--- src/hdl/lbc_pkg.sv ---
// Shared types and constants for the LED blink controller.
package lbc_pkg;

    typedef enum logic [2:0] {
        OP_OPEN   = 3'd0,
        OP_CLOSE  = 3'd1,
        OP_TOGGLE = 3'd2,
        OP_BLINK  = 3'd3,
        OP_TICK   = 3'd4
    } op_t;

    typedef enum logic [2:0] {
        ST_IDLE,
        ST_CMD,
        ST_VISIT,
        ST_MUL_PROD,
        ST_MUL_DIV,
        ST_UPDATE,
        ST_DONE
    } state_t;

    // mode bits per LED
    localparam logic [2:0] MODE_ON    = 3'h1;
    localparam logic [2:0] MODE_BLINK = 3'h2;
    localparam logic [2:0] MODE_FLASH = 3'h4;

    localparam logic [6:0] FULL_PCT = 7'd100;

    // shared multiplier operand widths
    localparam int MUL_A_W = 23;
    localparam int MUL_B_W = 24;
    localparam int MUL_P_W = MUL_A_W + MUL_B_W;

    // x / 100 == (x * ceil(2^30 / 100)) >> 30, exact for x < 2^23
    localparam logic [MUL_B_W-1:0] RECIP_100   = 24'd10737419;
    localparam int                 RECIP_SHIFT = 30;

    localparam int CFG_ADDR_W = 2;

    // register byte addresses
    localparam logic [CFG_ADDR_W-1:0] ADDR_ON_LEVEL_MASK = 2'd0;

endpackage

--- src/hdl/lbc_mul.sv ---
// Shared multiplier with registered product.
module lbc_mul (
    input  logic                          clk,
    input  logic [lbc_pkg::MUL_A_W-1:0]   mul_a,
    input  logic [lbc_pkg::MUL_B_W-1:0]   mul_b,
    output logic [lbc_pkg::MUL_P_W-1:0]   prod
);

    logic [lbc_pkg::MUL_P_W-1:0] prod_reg;

    always_ff @(posedge clk)
    begin
        prod_reg <= lbc_pkg::MUL_P_W'(mul_a) * lbc_pkg::MUL_P_W'(mul_b);
    end

    assign prod = prod_reg;

endmodule

--- src/hdl/lbc_apb_regs.sv ---
// APB configuration register: per-LED lit polarity.
module lbc_apb_regs (
    input  logic                            clk,
    input  logic                            rst_n,
    input  logic                            psel,
    input  logic                            penable,
    input  logic                            pwrite,
    input  logic [lbc_pkg::CFG_ADDR_W-1:0]  paddr,
    input  logic [31:0]                     pwdata,
    output logic [31:0]                     prdata,
    output logic                            pready,
    output logic [2:0]                      on_level_mask
);

    logic [2:0] mask_reg;
    logic [2:0] mask_next;
    logic       wr_en;
    logic       sel_mask;

    assign sel_mask = (paddr == lbc_pkg::ADDR_ON_LEVEL_MASK);
    assign wr_en    = psel && penable && pwrite && sel_mask;

    always_comb
    begin
        mask_next = mask_reg;
        if (wr_en)
        begin
            mask_next = pwdata[2:0];
        end
    end

    always_ff @(posedge clk or negedge rst_n)
    begin
        if (!rst_n)
        begin
            mask_reg <= 3'd6;
        end
        else
        begin
            mask_reg <= mask_next;
        end
    end

    assign prdata        = sel_mask ? {29'd0, mask_reg} : 32'd0;
    assign pready        = 1'b1;
    assign on_level_mask = mask_reg;

endmodule

--- src/hdl/led_blink_controller.sv ---
// LED blink controller top level: command sequencer and per-LED state.
//
// Commands enter on start/busy: a beat is taken when start is high and busy
// is low. op selects open, close, toggle, blink or a one millisecond tick;
// led_index, blink_count, on_percent and blink_period go with it.
// One result beat follows every command: done is high for one cycle with
// pin_levels (driven level per LED, polarity from on_level_mask) and
// next_wait (smallest nonzero ms until a blinking LED changes, 0 if none).
// The receiver cannot stall; it must take the beat in that cycle.
// Steps: ST_CMD, then ST_VISIT for each LED; an LED that switches phase on a
// tick and keeps blinking adds ST_MUL_PROD, ST_MUL_DIV and ST_UPDATE (the
// duty wait uses the shared multiplier twice: once for percent * period, once
// for the reciprocal divide by 100); then ST_DONE and the result cycle. busy
// drops as the result beat goes out, so the next command can be taken in the
// result cycle; one command is in flight at a time. The user writes
// on_level_mask over the APB port only while idle; the block does not enforce
// this. Reset value 6. Reset (rst_n low, asynchronous) clears all LEDs to
// unlit, closed, not blinking, and the millisecond clock to zero.
module led_blink_controller #(
    parameter int NUM_LEDS = 3
) (
    input  logic                            clk,
    input  logic                            rst_n,
    input  logic                            start,
    output logic                            busy,
    input  logic [2:0]                      op,
    input  logic [1:0]                      led_index,
    input  logic [7:0]                      blink_count,
    input  logic [6:0]                      on_percent,
    input  logic [15:0]                     blink_period,
    output logic                            done,
    output logic [2:0]                      pin_levels,
    output logic [15:0]                     next_wait,
    input  logic                            psel,
    input  logic                            penable,
    input  logic                            pwrite,
    input  logic [lbc_pkg::CFG_ADDR_W-1:0]  paddr,
    input  logic [31:0]                     pwdata,
    output logic [31:0]                     prdata,
    output logic                            pready
);

    localparam int IDX_W    = (NUM_LEDS > 1) ? $clog2(NUM_LEDS) : 1;
    localparam int PIN_LEDS = (NUM_LEDS < 3) ? NUM_LEDS : 3;
    localparam logic [IDX_W-1:0] LAST_IDX = IDX_W'(NUM_LEDS - 1);

    lbc_pkg::state_t state_reg, state_next;

    // latched command
    logic [2:0]  op_reg;
    logic        in_range_reg;
    logic [7:0]  count_reg;
    logic [6:0]  pct_in_reg;
    logic [15:0] period_in_reg;

    logic [IDX_W-1:0] ptr_reg, ptr_next;
    logic [31:0]      now_reg, now_next;
    logic [15:0]      best_reg, best_next;
    logic [6:0]       pct_reg, pct_next;
    logic             done_reg, done_next;
    logic [2:0]       pins_reg, pins_next;
    logic [15:0]      wait_reg, wait_next;

    // per-LED state, addressed through ptr_reg; lit_reg is also read per LED
    logic [2:0]          mode_reg    [NUM_LEDS];
    logic [7:0]          blinks_reg  [NUM_LEDS];
    logic [6:0]          duty_reg    [NUM_LEDS];
    logic [15:0]         period_reg  [NUM_LEDS];
    logic [31:0]         change_reg  [NUM_LEDS];
    logic [NUM_LEDS-1:0] restore_reg;
    logic [NUM_LEDS-1:0] lit_reg;

    logic        e_we;
    logic [2:0]  e_mode_next;
    logic [7:0]  e_blinks_next;
    logic [6:0]  e_duty_next;
    logic [15:0] e_period_next;
    logic [31:0] e_change_next;
    logic        e_restore_next;
    logic        e_lit_next;

    logic [2:0]  cur_mode;
    logic [7:0]  cur_blinks;
    logic [6:0]  cur_duty;
    logic [15:0] cur_period;
    logic [31:0] cur_change;

    logic        accept;
    logic        is_tick;
    logic        due;
    logic [15:0] diff;
    logic        needs_mul;
    logic        last_led;
    logic [2:0]  on_level_mask;

    logic [lbc_pkg::MUL_A_W-1:0] mul_a;
    logic [lbc_pkg::MUL_B_W-1:0] mul_b;
    logic [lbc_pkg::MUL_P_W-1:0] prod;
    logic [15:0]                 phase_w;

    lbc_apb_regs u_regs (
        .clk           (clk),
        .rst_n         (rst_n),
        .psel          (psel),
        .penable       (penable),
        .pwrite        (pwrite),
        .paddr         (paddr),
        .pwdata        (pwdata),
        .prdata        (prdata),
        .pready        (pready),
        .on_level_mask (on_level_mask)
    );

    lbc_mul u_mul (
        .clk   (clk),
        .mul_a (mul_a),
        .mul_b (mul_b),
        .prod  (prod)
    );

    assign busy   = (state_reg != lbc_pkg::ST_IDLE);
    assign accept = start && !busy;

    assign cur_mode   = mode_reg[ptr_reg];
    assign cur_blinks = blinks_reg[ptr_reg];
    assign cur_duty   = duty_reg[ptr_reg];
    assign cur_period = period_reg[ptr_reg];
    assign cur_change = change_reg[ptr_reg];

    assign is_tick  = (op_reg == lbc_pkg::OP_TICK);
    assign due      = !(now_reg < cur_change);
    assign diff     = 16'(cur_change - now_reg);
    assign last_led = (ptr_reg == LAST_IDX);
    assign phase_w  = prod[lbc_pkg::RECIP_SHIFT +: 16];

    // a due LED that keeps blinking needs a phase wait from the multiplier
    assign needs_mul = is_tick && cur_mode[1] && due &&
                       (cur_mode[0] || cur_blinks != 8'd0 || cur_mode[2]);

    function automatic logic [15:0] fold_min(input logic [15:0] best,
                                             input logic [15:0] w);
        logic [15:0] r;
        r = best;
        if (best == 16'd0 || (w != 16'd0 && w < best))
        begin
            r = w;
        end
        return r;
    endfunction

    // next state
    always_comb
    begin
        state_next = state_reg;
        case (state_reg)
            lbc_pkg::ST_IDLE:
            begin
                if (accept)
                begin
                    state_next = lbc_pkg::ST_CMD;
                end
            end
            lbc_pkg::ST_CMD:
            begin
                state_next = lbc_pkg::ST_VISIT;
            end
            lbc_pkg::ST_VISIT:
            begin
                if (needs_mul)
                begin
                    state_next = lbc_pkg::ST_MUL_PROD;
                end
                else if (last_led)
                begin
                    state_next = lbc_pkg::ST_DONE;
                end
            end
            lbc_pkg::ST_MUL_PROD:
            begin
                state_next = lbc_pkg::ST_MUL_DIV;
            end
            lbc_pkg::ST_MUL_DIV:
            begin
                state_next = lbc_pkg::ST_UPDATE;
            end
            lbc_pkg::ST_UPDATE:
            begin
                state_next = last_led ? lbc_pkg::ST_DONE : lbc_pkg::ST_VISIT;
            end
            lbc_pkg::ST_DONE:
            begin
                state_next = lbc_pkg::ST_IDLE;
            end
            default:
            begin
                state_next = lbc_pkg::ST_IDLE;
            end
        endcase
    end

    // datapath controls
    always_comb
    begin
        logic [2:0] eff_op;

        eff_op         = op_reg;
        e_we           = 1'b0;
        e_mode_next    = cur_mode;
        e_blinks_next  = cur_blinks;
        e_duty_next    = cur_duty;
        e_period_next  = cur_period;
        e_change_next  = cur_change;
        e_restore_next = restore_reg[ptr_reg];
        e_lit_next     = lit_reg[ptr_reg];
        ptr_next       = ptr_reg;
        now_next       = now_reg;
        best_next      = best_reg;
        pct_next       = pct_reg;
        done_next      = 1'b0;
        pins_next      = pins_reg;
        wait_next      = wait_reg;
        mul_a          = '0;
        mul_b          = '0;

        case (state_reg)
            lbc_pkg::ST_IDLE:
            begin
                // an out-of-range index parks the pointer on LED 0; nothing is written
                if (accept && (32'(led_index) < NUM_LEDS))
                begin
                    ptr_next = IDX_W'(led_index);
                end
                else if (accept)
                begin
                    ptr_next = '0;
                end
            end
            lbc_pkg::ST_CMD:
            begin
                ptr_next  = '0;
                best_next = 16'd0;
                if (is_tick)
                begin
                    now_next = now_reg + 32'd1;
                end
                else if (in_range_reg && op_reg <= lbc_pkg::OP_BLINK)
                begin
                    if (op_reg == lbc_pkg::OP_TOGGLE)
                    begin
                        eff_op = cur_mode[0] ? lbc_pkg::OP_CLOSE : lbc_pkg::OP_OPEN;
                    end
                    if (eff_op == lbc_pkg::OP_OPEN)
                    begin
                        e_we        = 1'b1;
                        e_mode_next = lbc_pkg::MODE_ON;
                        e_lit_next  = 1'b1;
                    end
                    else if (eff_op == lbc_pkg::OP_CLOSE)
                    begin
                        e_we        = 1'b1;
                        e_mode_next = 3'd0;
                        e_lit_next  = 1'b0;
                    end
                    else if (pct_in_reg != 7'd0 && period_in_reg != 16'd0)
                    begin
                        e_we = 1'b1;
                        if (!cur_mode[1])
                        begin
                            e_restore_next = cur_mode[0];
                        end
                        e_mode_next   = lbc_pkg::MODE_BLINK |
                                        ((count_reg == 8'd0) ? lbc_pkg::MODE_FLASH : 3'd0);
                        e_period_next = period_in_reg;
                        e_duty_next   = (pct_in_reg > lbc_pkg::FULL_PCT) ?
                                        lbc_pkg::FULL_PCT : pct_in_reg;
                        e_blinks_next = count_reg;
                        e_change_next = now_reg;
                    end
                end
            end
            lbc_pkg::ST_VISIT:
            begin
                if (cur_mode[1])
                begin
                    if (!is_tick)
                    begin
                        best_next = fold_min(best_reg, due ? 16'd0 : diff);
                    end
                    else if (!due)
                    begin
                        best_next = fold_min(best_reg, diff);
                    end
                    else if (cur_mode[0])
                    begin
                        // on phase ends: go dark
                        e_we        = 1'b1;
                        pct_next    = lbc_pkg::FULL_PCT - cur_duty;
                        e_mode_next = cur_mode & ~lbc_pkg::MODE_ON;
                        e_lit_next  = 1'b0;
                        if (!cur_mode[2])
                        begin
                            e_blinks_next = cur_blinks - 8'd1;
                        end
                    end
                    else if (cur_blinks == 8'd0 && !cur_mode[2])
                    begin
                        // blink run over: back to the state before it
                        e_we           = 1'b1;
                        e_mode_next    = restore_reg[ptr_reg] ? lbc_pkg::MODE_ON : 3'd0;
                        e_lit_next     = restore_reg[ptr_reg];
                        e_restore_next = 1'b0;
                    end
                    else
                    begin
                        e_we        = 1'b1;
                        pct_next    = cur_duty;
                        e_mode_next = cur_mode | lbc_pkg::MODE_ON;
                        e_lit_next  = 1'b1;
                    end
                end
                if (!needs_mul && !last_led)
                begin
                    ptr_next = ptr_reg + IDX_W'(1);
                end
            end
            lbc_pkg::ST_MUL_PROD:
            begin
                mul_a = lbc_pkg::MUL_A_W'(pct_reg);
                mul_b = lbc_pkg::MUL_B_W'(cur_period);
            end
            lbc_pkg::ST_MUL_DIV:
            begin
                mul_a = prod[lbc_pkg::MUL_A_W-1:0];
                mul_b = lbc_pkg::RECIP_100;
            end
            lbc_pkg::ST_UPDATE:
            begin
                e_we          = 1'b1;
                e_change_next = now_reg + 32'(phase_w);
                best_next     = fold_min(best_reg, phase_w);
                if (!last_led)
                begin
                    ptr_next = ptr_reg + IDX_W'(1);
                end
            end
            lbc_pkg::ST_DONE:
            begin
                done_next = 1'b1;
                wait_next = best_reg;
                pins_next = 3'd0;
                for (int i = 0; i < PIN_LEDS; i++)
                begin
                    pins_next[i] = lit_reg[i] ? on_level_mask[i] : ~on_level_mask[i];
                end
            end
            default:
            begin
                done_next = 1'b0;
            end
        endcase
    end

    always_ff @(posedge clk)
    begin
        if (accept)
        begin
            op_reg        <= op;
            in_range_reg  <= (32'(led_index) < NUM_LEDS);
            count_reg     <= blink_count;
            pct_in_reg    <= on_percent;
            period_in_reg <= blink_period;
        end
        pct_reg  <= pct_next;
        pins_reg <= pins_next;
        wait_reg <= wait_next;
    end

    always_ff @(posedge clk or negedge rst_n)
    begin
        if (!rst_n)
        begin
            state_reg   <= lbc_pkg::ST_IDLE;
            ptr_reg     <= '0;
            now_reg     <= 32'd0;
            best_reg    <= 16'd0;
            done_reg    <= 1'b0;
            restore_reg <= '0;
            lit_reg     <= '0;
            for (int i = 0; i < NUM_LEDS; i++)
            begin
                mode_reg[i]   <= 3'd0;
                blinks_reg[i] <= 8'd0;
                duty_reg[i]   <= 7'd0;
                period_reg[i] <= 16'd0;
                change_reg[i] <= 32'd0;
            end
        end
        else
        begin
            state_reg <= state_next;
            ptr_reg   <= ptr_next;
            now_reg   <= now_next;
            best_reg  <= best_next;
            done_reg  <= done_next;
            if (e_we)
            begin
                mode_reg[ptr_reg]    <= e_mode_next;
                blinks_reg[ptr_reg]  <= e_blinks_next;
                duty_reg[ptr_reg]    <= e_duty_next;
                period_reg[ptr_reg]  <= e_period_next;
                change_reg[ptr_reg]  <= e_change_next;
                restore_reg[ptr_reg] <= e_restore_next;
                lit_reg[ptr_reg]     <= e_lit_next;
            end
        end
    end

    assign done       = done_reg;
    assign pin_levels = pins_reg;
    assign next_wait  = wait_reg;

    // one result beat per command, never two in a row
    a_done_single: assert property (@(posedge clk) disable iff (!rst_n)
        done_reg |=> !done_reg)
        else $error("done held for more than one cycle");

    a_busy_after_accept: assert property (@(posedge clk) disable iff (!rst_n)
        (start && !busy) |=> busy)
        else $error("accepted command did not raise busy");

    a_ptr_range: assert property (@(posedge clk) disable iff (!rst_n)
        ptr_reg <= LAST_IDX)
        else $error("LED pointer out of range");

    a_now_only_on_cmd: assert property (@(posedge clk) disable iff (!rst_n)
        !$stable(now_reg) |-> $past(state_reg) == lbc_pkg::ST_CMD)
        else $error("millisecond clock moved outside command step");

    a_flash_needs_blink: assert property (@(posedge clk) disable iff (!rst_n)
        !(cur_mode[2] && !cur_mode[1]))
        else $error("flash mode set without blink mode");

endmodule

--- config.mk ---
export PLATFORM = sky130hd
export DESIGN_NAME = led_blink_controller
export DESIGN_NICKNAME = d
export VERILOG_FILES = /design/src/hdl/lbc_pkg.sv /design/src/hdl/lbc_mul.sv /design/src/hdl/lbc_apb_regs.sv /design/src/hdl/led_blink_controller.sv
export SDC_FILE = /design/constraint.sdc
export NUM_CORES = 2
export LEC_CHECK = 0
export BUFFER_PORTS_ARGS = -buffer_cell sky130_fd_sc_hd__buf_2
export CAP_MARGIN = 20
export CORE_UTILIZATION = 40
export CTS_BUF_LIST = sky130_fd_sc_hd__clkbuf_4 sky130_fd_sc_hd__clkbuf_8
export DETAILED_ROUTE_END_ITERATION = 12
export GPL_TIMING_DRIVEN = 0
export SYNTH_ARGS = -nofsm -noshare
export SYNTH_HDL_FRONTEND = slang
export SYNTH_SLANG_ARGS = --single-unit
--- constraint.sdc ---
create_clock -name clk -period 16.5 [get_ports clk]
set_clock_uncertainty 0.2 [all_clocks]
set_input_delay 3.3 -clock clk [delete_from_list [all_inputs] [get_ports clk]]
set_output_delay 3.3 -clock clk [all_outputs]
set_load 0.02 [all_outputs]
==> impl_metrics.yaml <==
logic_synthesis:
  synth_xor_area_frac: 0.0235
  ys_ff_latch: 361
  synth_common_cells: "inv_1, nand2_1, fa_1"
  synth_top_family_by_area: "adder cells"
  synth-simple-area-share: 0.122
  syn_inst: 3717
  yosysSeqAreaShare: 0.267
  netlist_area_um2: 34300
  yosysMostFrequentCell: "inv_1"
  synth_edf_count: 61
  synthArstFlopShare: 0.723
  synth_mux_area_frac: 0.0354
  synth_area_leaders: "fa_1, dfrtp_1, ha_1"
  ys_types: 92
  synth_ff_type: "dfrtp_1"
  synth_compound_area_frac: 0.127
  synth_top_area_frac: 0.215
  ys.warnings.count: 0
  syn_area_per_cell_um2: 9.22
  synthAdderAreaFrac: 0.331
  yosysTopAreaCell: "fa_1"
cts:
  cts_tree: "built"
  cts-hold-fix-buffers: 0
  h-tree-depth: 3
  clock_sinks: 361
  cts.clk_slew.worst_paths_ns: 0.07
  cts_resized: 0
  clock_latency_ns: 0.68
  cts_root_buf: "clkbuf_8"
  cts_setup_buffers: 0
  cts_buffer_depth: 3
  cts_inserted_buffers: 68
die:
  die_w_um: 295
  core_um2: 84200
  initial_core_util: 0.407
  die_h_um: 295
  ios: 130
  num_rows: 106
  die-area_um2: 86800
sta:
  tightestPinTransition_ns: 1.09
  whs_ns: 0.276
  hold_viol: 0
  drv_slew: 0
  relSlewSlack: 0.267
  fin_crit_sh: 0.619
  setup_slack_ns: 6.29
  rsz0062_at_grt: "no"
  clock.fmax_mhz: 97.9
  period_minus_slack_ns: 10.21
  finalSetupTns_ns: 0
  setup_viol_count_final: 0
setup_path:
  slowest_delay_ns: 0.56
  cp.arrival_ns: 10.57
  crit_slowest_cell: "fa_1"
  reg2reg_depth: 33
  cpMostUsedCell: "fa_1"
  crit_start: "ptr_reg[1]"
  worstPathMaxFanout: 10
  critPathKind: "flop to flop"
  worst_ep_required_time_ns: 16.85
  r2r_start: "ptr_reg[1]"
  critPathLaunchType: "flop"
  endpoint_kind: "flop"
hold_path:
  hold_class: "flop to flop"
  hp-start: "change_reg[60]"
  min_path_cells: 2
finish:
  area_growth_pct: 11.5
  post_layout_nonfiller_instances: 5190
  drive_gt1_frac: 0.0762
  largest_reg_flops: 96
  nFillCells: 8349
  antenna_cells: 0
  nets: 4766
grt:
  grt_first_pass_wirelength_um: 153000
  grt_max_degree: 118
  grt_usage: 0.229
  overflow: 0
  grt_antenna_before_repair: 1
  grt_pass1_vias: 26700
placed_design:
  place_congestion: 0.898
  io_buffer_count: 70
  dp.cells: 5069
  post-place-ws_ns: 6.28
  hpwl_um: 77600
route:
  wl_per_cell_um: 18.7
  firstDrtPassIters: 6
  drc: 0
  vias: 26900
  drtIter0Drc: 1862
  wl_um: 97300
  via_per_inst: 5.18
  antenna_left: 0
run:
  cap_violations: 0
status:
  status: "finished, final reports clean"
[placed cells by master (no fill, tap or decap), types with 11 or more instances in the layout]
cell / netlist / layout
inv_1: 641 / 641
nand2_1: 501 / 501
fa_1: 368 / 368
ha_1: 317 / 317
o21ai_0: 302 / 302
dfrtp_1: 259 / 259
nor2_1: 174 / 172
conb_1: 2 / 142
a21oi_1: 128 / 128
buf_2: 32 / 101
mux2i_1: 98 / 98
clkbuf_1: 89 / 89
clkbuf_8: 0 / 76
xnor2_1: 63 / 63
edfxtp_1: 61 / 61
a21o_1: 50 / 50
and2_1: 42 / 42
dfxtp_1: 39 / 39
nor3_1: 37 / 37
nand3_1: 36 / 36
nand4_1: 34 / 34
buf_4: 31 / 34
nor4_1: 30 / 30
xor2_1: 29 / 29
a211oi_1: 26 / 26
a22oi_1: 23 / 23
and3_1: 22 / 22
clkbuf_4: 0 / 18
o21a_1: 17 / 17
a31oi_1: 16 / 16
o211ai_1: 15 / 15
nand2b_1: 15 / 15
a221oi_1: 15 / 15
mux2_2: 14 / 14
nor2b_1: 12 / 12
or3_1: 11 / 11
a22o_1: 11 / 11
[per-layer routing]
metal | track usage | vias to the layer above | wire length, um
met1 | 0.331 | 13300 | 45700
met3 | 0.0326 | 137 | 5930
met5 | 0 | - | 0
li1 | - | 12600 | -
met4 | 0.0601 | 0 | 2380
met2 | 0.359 | 785 | 43300
[final cells by class]
class                      instances  area, um2  area share
timing repair buffer              78        484      0.0127
multi-input combinational       2687      22400       0.587
tap                             1134       1420      0.0371
clock buffer                      94       1180      0.0309
clock inverter                    27        327     0.00855
buffer                           167        806      0.0211
inverter                         642       2410      0.0631
sequential                       361       9150       0.239
[cells by family (layout without fill, tap and decap cells)]
| kind of cell | count (synthesis) | in the layout |
|---|---|---|
| AO/OA/AOI/OAI | 706 | 706 |
| AND/OR/NAND/NOR | 945 | 945 |
| flip-flops | 361 | 361 |
| XOR/XNOR | 92 | 92 |
| other | 2 | 142 |
| buffers and inverters | 809 | 1008 |
| adder cells (fa/ha/maj) | 685 | 685 |
| multiplexers | 117 | 117 |
[critical path, delay by kind of cell, from the launching register on]
kind,cells,cell delay [ns]
adders and majority gates,8,3.87
xor gates and xnor gates,1,0.12
and+or+nand+nor,5,0.96
AOI/OAI and AO/OA,6,1.73
DFF,1,0.35
buffers and inverters,12,2.65
muxes,1,0.22
[worst paths after layout]
check / to / slack, ns
setup / recovery: u_mul.prod[45] / 6.29
hold / removal: change_reg[60] / 0.28
setup reg to reg: u_mul.prod[45] / 6.29
hold reg to reg: change_reg[60] / 0.28
max in group asynchronous: change_reg[65] / 12.66
min in group asynchronous: period_reg[33] / 2.42
[through the flow]
| stage | cell area, um2 | util |
|---|---|---|
| 2_1_floorplan | 34800 | - |
| 3_3_place_gp | 36600 | 0.434 |
| 3_5_place_dp | 36700 | 0.436 |
| 4_1_cts | 38200 | 0.454 |
| 5_1_grt | 38200 | 0.454 |
| 6_report | 38200 | 0.454 |
Power is left out: the tool's default activity adds up to more than one toggle a clock period on the data nets, which glitch-free logic cannot reach.
